==> config.mk <==
export PLATFORM = sky130hd
export DESIGN_NAME = h264_rtp_fu_a_packetizer
export DESIGN_NICKNAME = d
export VERILOG_FILES = /design/src/hdl/fua_pkg.sv /design/src/hdl/fua_core.sv /design/src/hdl/fua_emit.sv /design/src/hdl/h264_rtp_fu_a_packetizer.sv
export SDC_FILE = /design/constraint.sdc
export NUM_CORES = 1
export LEC_CHECK = 0
export BUFFER_PORTS_ARGS = -buffer_cell sky130_fd_sc_hd__buf_4
export CORE_MARGIN = 5
export CORE_UTILIZATION = 48
export CTS_CLUSTER_DIAMETER = 30
export DETAILED_ROUTE_END_ITERATION = 10
export PLACE_DENSITY = 0.66
export SLEW_MARGIN = 5
export SYNTH_ARGS = -nofsm -noshare
export SYNTH_HDL_FRONTEND = slang
export SYNTH_SLANG_ARGS = --single-unit
==> constraint.sdc <==
create_clock -name clk_i -period 13.1 [get_ports clk_i]
set_input_delay 1.31 -clock clk_i [delete_from_list [all_inputs] [get_ports clk_i]]
set_output_delay 1.31 -clock clk_i [all_outputs]
set_load 0.02 [all_outputs]
==> src/hdl/fua_pkg.sv <==
package fua_pkg;

  localparam int unsigned MaxPayloadW = 13;
  localparam int unsigned TsStepW     = 16;
  localparam int unsigned SeqW        = 16;
  localparam int unsigned TsW         = 32;
  localparam int unsigned CfgDataW    = 16;

  localparam logic [7:0] FuNriMask   = 8'h60;
  localparam logic [7:0] FuAType     = 8'd28;
  localparam logic [7:0] NalTypeMask = 8'h1F;
  localparam logic [7:0] FuStart     = 8'h80;
  localparam logic [7:0] FuEnd       = 8'h40;
  localparam logic [4:0] TypeSps     = 5'd7;
  localparam logic [4:0] TypePps     = 5'd8;

  localparam logic [MaxPayloadW-1:0] MaxPayloadRst = 13'd1400;
  localparam logic [TsStepW-1:0]     TsStepRst     = 16'd3600;

  typedef enum logic {
    CFG_MAX_PAYLOAD    = 1'b0,
    CFG_TIMESTAMP_STEP = 1'b1
  } cfg_idx_e;

  typedef struct packed {
    logic [7:0] data;
    logic       first;
    logic       final_b;
  } fua_slot_t;

  typedef struct packed {
    logic [1:0]           cnt;
    fua_slot_t [2:0]      slot;
    logic [SeqW-1:0]      seq;
    logic [TsW-1:0]       ts;
  } fua_bundle_t;

endpackage

==> src/hdl/fua_core.sv <==
module fua_core #(
  parameter int unsigned SIZE_BITS = 20
) (
  input  logic                                clk_i,
  input  logic                                rst_ni,
  input  logic                                accept_i,
  input  logic [7:0]                          nal_byte_i,
  input  logic [SIZE_BITS-1:0]                nal_size_i,
  input  logic [fua_pkg::MaxPayloadW-1:0]     max_payload_i,
  input  logic [fua_pkg::TsStepW-1:0]         ts_step_i,
  output fua_pkg::fua_bundle_t                bundle_o
);

  localparam int unsigned CW =
    ((SIZE_BITS > fua_pkg::MaxPayloadW) ? SIZE_BITS : fua_pkg::MaxPayloadW) + 1;

  logic [SIZE_BITS-1:0]              idx_q, idx_d;
  logic [7:0]                        held_q, held_d;
  logic                              mode_q, mode_d;
  logic [fua_pkg::MaxPayloadW-1:0]   fill_q, fill_d;
  logic [fua_pkg::SeqW-1:0]          seq_q, seq_d;
  logic [fua_pkg::TsW-1:0]           ts_q, ts_d;

  logic [SIZE_BITS-1:0]              size_w;
  logic [fua_pkg::MaxPayloadW-1:0]   limit;
  logic [CW-1:0]                     size_x, lim_x;
  logic [SIZE_BITS:0]                diff;
  logic [fua_pkg::MaxPayloadW:0]     fill_inc;
  logic                              first, unit_end, mode, closes, end_fu;
  logic [7:0]                        hdr, fu_ind, fu_hdr;
  logic [fua_pkg::MaxPayloadW-1:0]   fill;

  always_comb begin
    size_w   = (nal_size_i == '0) ? SIZE_BITS'(1) : nal_size_i;
    limit    = (max_payload_i == '0) ? fua_pkg::MaxPayloadW'(1) : max_payload_i;
    size_x   = CW'(size_w);
    lim_x    = CW'(limit);
    first    = (idx_q == '0);
    unit_end = (idx_q >= size_w - SIZE_BITS'(1));
    hdr      = first ? nal_byte_i : held_q;
    mode     = first ? (size_x > lim_x) : mode_q;
    fill     = first ? '0 : fill_q;
    fill_inc = {1'b0, fill} + (fua_pkg::MaxPayloadW+1)'(1);
    closes   = unit_end || (fill_inc >= {1'b0, limit});
    diff     = {1'b0, size_w} - {1'b0, idx_q};
    end_fu   = !diff[SIZE_BITS] && (CW'(diff[SIZE_BITS-1:0]) <= lim_x);
    fu_ind   = (hdr & fua_pkg::FuNriMask) | fua_pkg::FuAType;
    fu_hdr   = hdr & fua_pkg::NalTypeMask;
    if (idx_q == SIZE_BITS'(1)) begin
      fu_hdr = fu_hdr | fua_pkg::FuStart;
    end else if (end_fu) begin
      fu_hdr = fu_hdr | fua_pkg::FuEnd;
    end
  end

  always_comb begin
    bundle_o     = '0;
    bundle_o.seq = seq_q;
    bundle_o.ts  = ts_q;
    held_d = first ? nal_byte_i : held_q;
    mode_d = mode;
    fill_d = fill;
    seq_d  = seq_q;
    ts_d   = ts_q;
    if (!mode) begin
      bundle_o.cnt          = 2'd1;
      bundle_o.slot[0].data    = nal_byte_i;
      bundle_o.slot[0].first   = first;
      bundle_o.slot[0].final_b = unit_end;
      if (unit_end) begin
        seq_d = seq_q + fua_pkg::SeqW'(1);
        if (hdr[4:0] != fua_pkg::TypeSps && hdr[4:0] != fua_pkg::TypePps) begin
          ts_d = ts_q + fua_pkg::TsW'(ts_step_i);
        end
      end
    end else if (!first) begin
      if (fill == '0) begin
        bundle_o.cnt             = 2'd3;
        bundle_o.slot[0].data    = fu_ind;
        bundle_o.slot[0].first   = 1'b1;
        bundle_o.slot[1].data    = fu_hdr;
        bundle_o.slot[2].data    = nal_byte_i;
        bundle_o.slot[2].final_b = closes;
      end else begin
        bundle_o.cnt             = 2'd1;
        bundle_o.slot[0].data    = nal_byte_i;
        bundle_o.slot[0].final_b = closes;
      end
      if (closes) begin
        seq_d  = seq_q + fua_pkg::SeqW'(1);
        fill_d = '0;
      end else begin
        fill_d = fill_inc[fua_pkg::MaxPayloadW-1:0];
      end
      if (unit_end) begin
        ts_d = ts_q + fua_pkg::TsW'(ts_step_i);
      end
    end
    if (unit_end) begin
      idx_d  = '0;
      mode_d = 1'b0;
      fill_d = '0;
    end else begin
      idx_d = idx_q + SIZE_BITS'(1);
    end
  end

  always_ff @(posedge clk_i or negedge rst_ni) begin
    if (!rst_ni) begin
      idx_q  <= '0;
      held_q <= '0;
      mode_q <= 1'b0;
      fill_q <= '0;
      seq_q  <= '0;
      ts_q   <= '0;
    end else if (accept_i) begin
      idx_q  <= idx_d;
      held_q <= held_d;
      mode_q <= mode_d;
      fill_q <= fill_d;
      seq_q  <= seq_d;
      ts_q   <= ts_d;
    end
  end

endmodule

==> src/hdl/fua_emit.sv <==
module fua_emit (
  input  logic                       clk_i,
  input  logic                       rst_ni,
  input  logic                       load_i,
  input  fua_pkg::fua_bundle_t       bundle_i,
  output logic                       ready_o,
  output logic                       out_valid_o,
  input  logic                       out_ready_i,
  output logic [7:0]                 out_byte_o,
  output logic                       out_first_o,
  output logic                       out_final_o,
  output logic [fua_pkg::SeqW-1:0]   out_seq_o,
  output logic [fua_pkg::TsW-1:0]    out_ts_o,
  output logic                       out_last_o
);

  fua_pkg::fua_bundle_t bun_q, bun_d;
  logic                 vld_q, vld_d;
  logic [7:0]           byte_q;
  logic                 first_q, final_q, last_q;
  logic [fua_pkg::SeqW-1:0] seq_q;
  logic [fua_pkg::TsW-1:0]  ts_q;
  logic                 out_load, take;

  assign out_load = !vld_q || out_ready_i;
  assign take     = out_load && (bun_q.cnt != 2'd0);
  assign ready_o  = (bun_q.cnt == 2'd0) || ((bun_q.cnt == 2'd1) && out_load);

  always_comb begin
    bun_d = bun_q;
    if (load_i) begin
      bun_d = bundle_i;
    end else if (take) begin
      bun_d.slot[0] = bun_q.slot[1];
      bun_d.slot[1] = bun_q.slot[2];
      bun_d.cnt     = bun_q.cnt - 2'd1;
    end
    vld_d = out_load ? (bun_q.cnt != 2'd0) : vld_q;
  end

  always_ff @(posedge clk_i or negedge rst_ni) begin
    if (!rst_ni) begin
      bun_q <= '0;
      vld_q <= 1'b0;
    end else begin
      bun_q <= bun_d;
      vld_q <= vld_d;
    end
  end

  always_ff @(posedge clk_i) begin
    if (take) begin
      byte_q  <= bun_q.slot[0].data;
      first_q <= bun_q.slot[0].first;
      final_q <= bun_q.slot[0].final_b;
      last_q  <= (bun_q.cnt == 2'd1);
      seq_q   <= bun_q.seq;
      ts_q    <= bun_q.ts;
    end
  end

  assign out_valid_o = vld_q;
  assign out_byte_o  = byte_q;
  assign out_first_o = first_q;
  assign out_final_o = final_q;
  assign out_seq_o   = seq_q;
  assign out_ts_o    = ts_q;
  assign out_last_o  = last_q;

endmodule

==> src/hdl/h264_rtp_fu_a_packetizer.sv <==
// Input beats are registered in the result buffer, then in the output register.
// Throughput: one input beat per cycle, when it yields one output beat and the
// output is not stalled; a fragment start yields three output beats and holds
// the input while the three-slot result buffer drains, which sets this rate.
// Reset (rst_ni low, async) clears unit position, sequence, timestamp and
// valid flags; max_payload returns to 1400, timestamp_step to 3600.
module h264_rtp_fu_a_packetizer #(
  parameter int unsigned SIZE_BITS = 20
) (
  input  logic                                      clk_i,
  input  logic                                      rst_ni,
  input  logic                                      s_axis_tvalid,
  output logic                                      s_axis_tready,
  // nal_byte [7:0], nal_size [SIZE_BITS+7:8], zero pad
  input  logic [((8+SIZE_BITS+7)/8)*8-1:0]          s_axis_tdata,
  output logic                                      m_axis_tvalid,
  input  logic                                      m_axis_tready,
  // payload_byte [7:0], seq_number [23:8], rtp_timestamp [55:24]
  output logic [55:0]                               m_axis_tdata,
  // packet_first [0], packet_final [1]
  output logic [1:0]                                m_axis_tuser,
  output logic                                      m_axis_tlast,
  input  logic                                      cfg_we_i,
  input  logic                                      cfg_addr_i,
  input  logic [fua_pkg::CfgDataW-1:0]              cfg_data_i
);

  logic [fua_pkg::MaxPayloadW-1:0] max_payload_q;
  logic [fua_pkg::TsStepW-1:0]     ts_step_q;
  fua_pkg::fua_bundle_t            bundle;
  logic                            accept;
  logic [7:0]                      out_byte;
  logic                            out_first, out_final;
  logic [fua_pkg::SeqW-1:0]        out_seq;
  logic [fua_pkg::TsW-1:0]         out_ts;

  assign accept = s_axis_tvalid && s_axis_tready;

  always_ff @(posedge clk_i or negedge rst_ni) begin
    if (!rst_ni) begin
      max_payload_q <= fua_pkg::MaxPayloadRst;
      ts_step_q     <= fua_pkg::TsStepRst;
    end else if (cfg_we_i) begin
      case (fua_pkg::cfg_idx_e'(cfg_addr_i))
        fua_pkg::CFG_MAX_PAYLOAD:    max_payload_q <= cfg_data_i[fua_pkg::MaxPayloadW-1:0];
        fua_pkg::CFG_TIMESTAMP_STEP: ts_step_q     <= cfg_data_i;
        default: ;
      endcase
    end
  end

  fua_core #(
    .SIZE_BITS (SIZE_BITS)
  ) u_core (
    .clk_i         (clk_i),
    .rst_ni        (rst_ni),
    .accept_i      (accept),
    .nal_byte_i    (s_axis_tdata[7:0]),
    .nal_size_i    (s_axis_tdata[SIZE_BITS+7:8]),
    .max_payload_i (max_payload_q),
    .ts_step_i     (ts_step_q),
    .bundle_o      (bundle)
  );

  fua_emit u_emit (
    .clk_i       (clk_i),
    .rst_ni      (rst_ni),
    .load_i      (accept),
    .bundle_i    (bundle),
    .ready_o     (s_axis_tready),
    .out_valid_o (m_axis_tvalid),
    .out_ready_i (m_axis_tready),
    .out_byte_o  (out_byte),
    .out_first_o (out_first),
    .out_final_o (out_final),
    .out_seq_o   (out_seq),
    .out_ts_o    (out_ts),
    .out_last_o  (m_axis_tlast)
  );

  assign m_axis_tdata = {out_ts, out_seq, out_byte};
  assign m_axis_tuser = {out_final, out_first};

endmodule

### Yosys cells after proc, flatten, opt, wreduce, memory -nomap -nowiden

Cells that the tools add are included.

| storage, ports and cells | value |
|---|---|
| bits in registers | 257 |
| input bits | 54 |
| output and inout port bits | 61 |
| logic and storage cells | 107 |

| cells by class | value |
|---|---|
| add/subtract/negate cells | 7 |
| $lt $le $gt $ge | 4 |
| equal/unequal tests | 6 |
| mux-type cells | 39 |
| bitwise gates (word level) | 1 |
| reduce and logical (&&, ||, !) cells | 24 |

Operators with widths:

| kind | count |
|---|---|
| two-way mux 32 bit | 5 |
| two-way mux 20 bit | 4 |
| two-way mux 13 bit | 6 |
| two-way mux 16 bit | 4 |
| logical NOT 20 bit | 2 |
| adder 32 x 16 -> 32 bit | 1 |
| two-way mux 8 bit | 4 |
| two-way mux 10 bit | 3 |
| two-way mux 9 bit | 3 |
| logical NOT 13 bit | 2 |
| subtractor 20 x 20 -> 21 bit | 1 |
| adder 20 x 1 -> 20 bit, second input constant | 1 |
| equality test 20 x 1 -> 1 bit, second input constant | 1 |
| >= comparator 20 bit | 1 |
| > comparator 20 x 13 -> 1 bit | 1 |
| <= comparator 20 x 13 -> 1 bit | 1 |
| subtractor 20 x 1 -> 20 bit, second input constant | 1 |
| adder 16 x 1 -> 16 bit, second input constant | 1 |
| adder 13 x 1 -> 14 bit, second input constant | 1 |
| >= comparator 14 x 13 -> 1 bit | 1 |
| two-way mux 7 bit | 2 |
| nonzero test 2 bit | 5 |
| two-way mux 2 bit | 4 |
| logical AND 1 bit | 5 |
| 13 further kinds | 21 |

### Logic depth before layout (Yosys ltp)

| logic depth | value |
|---|---|
| word-level depth | 11 |
| mapped depth | 24 |
| gate-level depth less buffers | 23 |

### By module

From an unflattened synthesis, not the netlist that was laid out.

| second synthesis, totals | value |
|---|---|
| cells, all modules | 1,342 |
| area total of the unflattened synthesis | 14,417.6 µm² |

By module, submodules not included:

| module | instances | cells each | area an instance (µm²) | sequential area each (µm²) |
|---|---|---|---|---|
| fua_core | 1 | 963 | 8,111.5 | 2,227.1 |
| fua_emit | 1 | 314 | 5,132.4 | 3,798.6 |
| h264_rtp_fu_a_packetizer | 1 | 65 | 1,173.6 | 738.2 |

### Worst setup path before layout

Ideal clock, no wire load.

| timing path | value |
|---|---|
| path type | input to register |
| start | input s_axis_tdata[21] |
| end | register u_emit.bun_q[66] (netlist name) |
| library setup time | 0.101 ns |
| arrival time | 5.237 ns |
| required time | 12.999 ns |
| path slack | 7.762 ns |
| cell stages on the path | 23 |
| buffers on the path | 0 |
| cell sequence | or4_1 -> nor4_1 -> nand2_1 -> nor2_1 -> nor2_1 -> ha_1 -> nor2b_1 -> o211ai_1 -> a21bo_2 -> a31oi_1 -> nor2b_1 -> o21ai_0 -> nand2b_1 -> xor2_1 -> ha_1 -> nand4_1 -> nor3_1 -> nand4_1 -> a221oi_1 -> o221ai_1 -> a311oi_1 -> nand4_1 -> o32ai_1 |

| between the ends | value |
|---|---|
| longest elaborated chain between the ends | 11 |
| elaborated cells on any way between the ends | 14 |
| classes of those cells | 1 x add/sub; 2 x order compare; 8 x mux; 3 x reduce/logical |

Ends and longest elaborated chain:

| element | RTL line | RTL |
|---|---|---|
| start: declaration | h264_rtp_fu_a_packetizer.sv:15 | `input logic [((8+SIZE_BITS+7)/8)*8-1:0] s_axis_tdata,` |
| logical NOT 20 bit | fua_core.sv:34 | `size_w = (nal_size_i == '0) ? SIZE_BITS'(1) : nal_size_i;` |
| two-way mux 20 bit * | fua_core.sv:34 |  |
| subtractor 20 x 20 -> 21 bit | fua_core.sv:45 | `diff = {1'b0, size_w} - {1'b0, idx_q};` |
| <= comparator 20 x 13 -> 1 bit / logical NOT 1 bit (equally long branches) | fua_core.sv:46 | `end_fu = !diff[SIZE_BITS] && (CW'(diff[SIZE_BITS-1:0]) <= lim_x);` |
| logical AND 1 bit | fua_core.sv:46 |  |
| two-way mux 7 bit | fua_core.sv:51 | `end else if (end_fu) begin` |
| two-way mux 8 bit | fua_core.sv:49 | `if (idx_q == SIZE_BITS'(1)) begin` |
| two-way mux 9 bit | fua_core.sv:77 | `if (fill == '0) begin` |
| two-way mux 9 bit | fua_core.sv:76 | `end else if (!first) begin` |
| two-way mux 9 bit * | fua_core.sv:65 | `if (!mode) begin` |
| two-way mux 20 bit * | fua_emit.sv:31 | `if (load_i) begin` |
| end signal: assignment | fua_emit.sv:46 | `bun_q <= bun_d;` |
| end: declaration | fua_emit.sv:17 | `fua_pkg::fua_bundle_t bun_q, bun_d;` |

Mark *: on every way between the ends. The rest lies on a longest branch, timed or not.
A chain may end at the register's enable or synchronous reset.

### Final worst setup path

Ends and elaborated chain as after synthesis.

==> flow_summary.toml <==
[yosys]
syn-cell-area_sq_mm = 0.0139
ys_async_sr_fraction_pct = 77.0
ys_ff_latch = 256
syn_avg_cell_area_sq_um = 9.94
ys_types = 80
synth_nets = 1553
yosysWarnings = 0
synthCells = 1396
synth_ff_type = "dfrtp_1"
synth_edf_count = 59
yosysSeqAreaShare_pct = 48.4

[critical_path]
slowest_delay_ns = 0.72
critical_path_class = "input port to flip-flop"
path_buf_inv = 1
cp_slowest_cell = "nor4_1"
cp_max_fo = 5
cp_common_cell = "nand4_1"
crit_chain = "buf_4, or4_1, nor4_1, nand2_1, nor2_1, nor2_1, ha_1, nor2b_1, o211ai_1, a21bo_2, a31oi_1, nor2b_1, o21ai_0, nand2b_1, xor2_1, ha_1, nand4_1, nor3_1, nand4_1, a221oi_1, o221ai_1, a311oi_1, nand4_1, o32ai_1"
cp_top_family = "simple AND/OR/NAND/NOR gates"
r2r-start = "u_core.idx_q[7]"
startpoint_type = "input port"
worstSetupEndpointType = "flip-flop"
ff2ff_path_depth = 20
crit_arrival_ns = 6.66
r2r-end = "u_core.seq_q[1]"
r2r_setup_slack_ns = 7.75
required_ns = 13.54

[placed_design]
place_area_sq_mm = 0.0150
place_congestion = 0.892
dp_hpwl_um = 21900
placement.io_buffers = 110

[global_route]
antenna_found_initial = 0
grtUsageTotal_pct = 19.5
grt_pass1_wl_um = 53400
grt_start_max_net_pins = 88
grt_overflow = 0
grt_pass1_vias = 10600

[cells_and_area]
nFillCells = 2377
final_cell_mix = "nand2_1 (252), dfrtp_1 (187), buf_4 (118), ha_1 (102), nor2_1 (83)"
nNetsFinal = 1664
final_common_cell = "nand2_1"
n_antenna_cell = 0
final_cell_area_sq_mm = 0.0167
drive_above_1_share_pct = 17.8
syn_to_final_growth_pct = 20.6

[run]
maxCapViolCount = 0

[clocking]
clk_pin_slew_ns = 0.05
clock_sinks = 256
htree_levels = 2
cts_resized = 0
ctsRootBufferMaster = "clkbuf_16"
clockBufferDepth = 3
cts_setup_buffers = 0
worst_skew_pair.late_latency_ns = 0.54
cts_made_buffers = 51
cts_tree = "yes"
hold_buffers = 0

[timing]
hold_violations = 0
worst_pin_slew_ns = 0.934
fin_crit_ns = 6.22
fmax_mhz = 161
finalSetupTns_ns = 0
relSlewSlack_pct = 37.1
clock_skew_ns = 0.0233
setup_violations = 0
rsz0062_at_grt = "false"
fin_crit_sh_pct = 47.5
slew_viol_final = 0

[pwr]
powerDensity_mw_per_mm2 = 220
power_mw = 3.67
p_leak_nw = 7.77
ir_worst_vdd_uv = 123

[outcome]
outcome = "finished, final reports clean"

[drt]
route.detailed.drc = 0
ant_nets = 0
wire_per_inst_um = 16.1
drt_pass1_iterations = 5
wirelength_um = 31200
vias_per_cell = 5.41
num_vias = 10500
detail_route.iter0.violations = 666

[min_path]
hold_depth = 0
min_from = "u_emit.bun_q[42]"
hold_path_end = "u_emit.out_seq_o[10]"
min_path_type = "flip-flop to flip-flop"

[die]
die_h_um = 180
initial_core_util_pct = 48.5
die_w_um = 180
io_pins = 115
die_area_sq_mm = 0.0324
rows = 62
core_region_area_sq_mm = 0.0286
-- worst max-delay path by stage --
stage,from,endpoint,slack [ns],cells past startpoint
after floorplan,s_axis_tdata[21],u_emit.bun_q[66],7.76,23
after global placement,s_axis_tdata[21],u_emit.bun_q[66],6.44,23
after detailed placement,s_axis_tdata[21],u_emit.bun_q[66],6.36,24
after CTS,s_axis_tdata[21],u_emit.bun_q[66],6.91,24
after global routing,s_axis_tdata[21],u_emit.bun_q[66],6.44,24
final,s_axis_tdata[21],u_emit.bun_q[66],6.88,24
-- state kept, by name, summed over array words and instances, names as in the netlist, 7 cells and up --
register and flops:
max_payload_q 13, ts_step_q 16, u_core.fill_q 13, u_core.held_q 7, u_core.idx_q 20, u_core.seq_q 16
u_core.ts_q 32, u_emit.bun_q 78, u_emit.out_byte_o 8, u_emit.out_seq_o 16, u_emit.out_ts_o 32
-- synth_stat cells, drive strengths merged (9+ instances only) --
master	n	share of area [%]
o21a	9	0.49
nand2b	15	0.68
inv	62	1.7
nand4	30	1.4
dfstp	10	1.9
nor2	84	2.3
a21o	19	1.0
nor3	15	0.58
nand2	253	6.8
o21ai	76	2.8
or3	9	0.44
xor2	24	1.5
ha	102	9.2
a31oi	11	0.60
dfrtp	187	34
nor4	12	0.63
buf	10	0.51
nand3	48	1.8
and3	27	1.2
xnor2	72	4.5
clkbuf	51	1.4
a21oi	64	2.3
edfxtp	59	13
nor2b	12	0.54
mux2	41	3.3
-- kinds of logic after synthesis --
kind of cell | share of synthesized area (%)
buffers and inverters | 3.56
AND/OR/NAND/NOR | 18.1
adder cells (fa/ha/maj) | 9.35
AO/OA/AOI/OAI | 10.6
XOR/XNOR | 6.06
flip-flops | 48.4
multiplexers | 3.91
-- metrics by stage --
| stage | hold WS, ns | utilization, % | cells | setup WS (ns) |
|---|---|---|---|---|
| after floorplan | 0.425 | - | 1396 | 7.76 |
| after global placement | 0.431 | 52.4 | 1838 | 6.44 |
| after detailed placement | 0.430 | 52.4 | 1838 | 6.36 |
| after CTS | 0.425 | 58.5 | 1933 | 6.91 |
| after global routing | 0.428 | 58.5 | 1933 | 6.44 |
| final | 0.429 | 58.5 | 1933 | 6.88 |
-- worst reg2reg max path, cell delays in order (launching register included) --
cell	delay, ns
dfrtp_1	0.42
or4_1	0.62
and3b_1	0.30
nand3_2	0.32
nand2_1	0.22
inv_1	0.09
ha_1	0.26
and3_1	0.23
nand3_1	0.12
nor2_1	0.08
nand4_1	0.27
o21ai_0	0.15
a21oi_1	0.27
ha_1	0.30
a21oi_1	0.14
o21ai_0	0.11
a21oi_1	0.29
o21ai_2	0.16
a31o_2	0.40
nand2_1	0.15
mux2_2	0.35
-- layer usage --
layer / GRT usage, % / share of wire [%] / vias up
li1: - / - / 5142
met1: 27.0 / 47 / 5056
met2: 31.7 / 47 / 222
met3: 3.35 / 4.5 / 45
met4: 5.58 / 1.8 / 0
met5: 0 / 0 / -
-- where the power goes --
group,internal [mW],switching [mW]
clock network,0.840,0.432
registers,1.06,0.140
logic,0.486,0.720
-- area by class of cell --
class | count | area [sq um] | area share (%)
Multi-Input combinational cell | 1017 | 6670 | 39.9
Clock inverter | 37 | 403 | 2.41
Sequential cell | 256 | 6710 | 40.1
Tap cell | 384 | 480 | 2.87
Timing Repair Buffer | 119 | 900 | 5.38
Inverter | 62 | 233 | 1.39
Clock buffer | 58 | 1330 | 7.96
(Power assumes the default switching activity.)
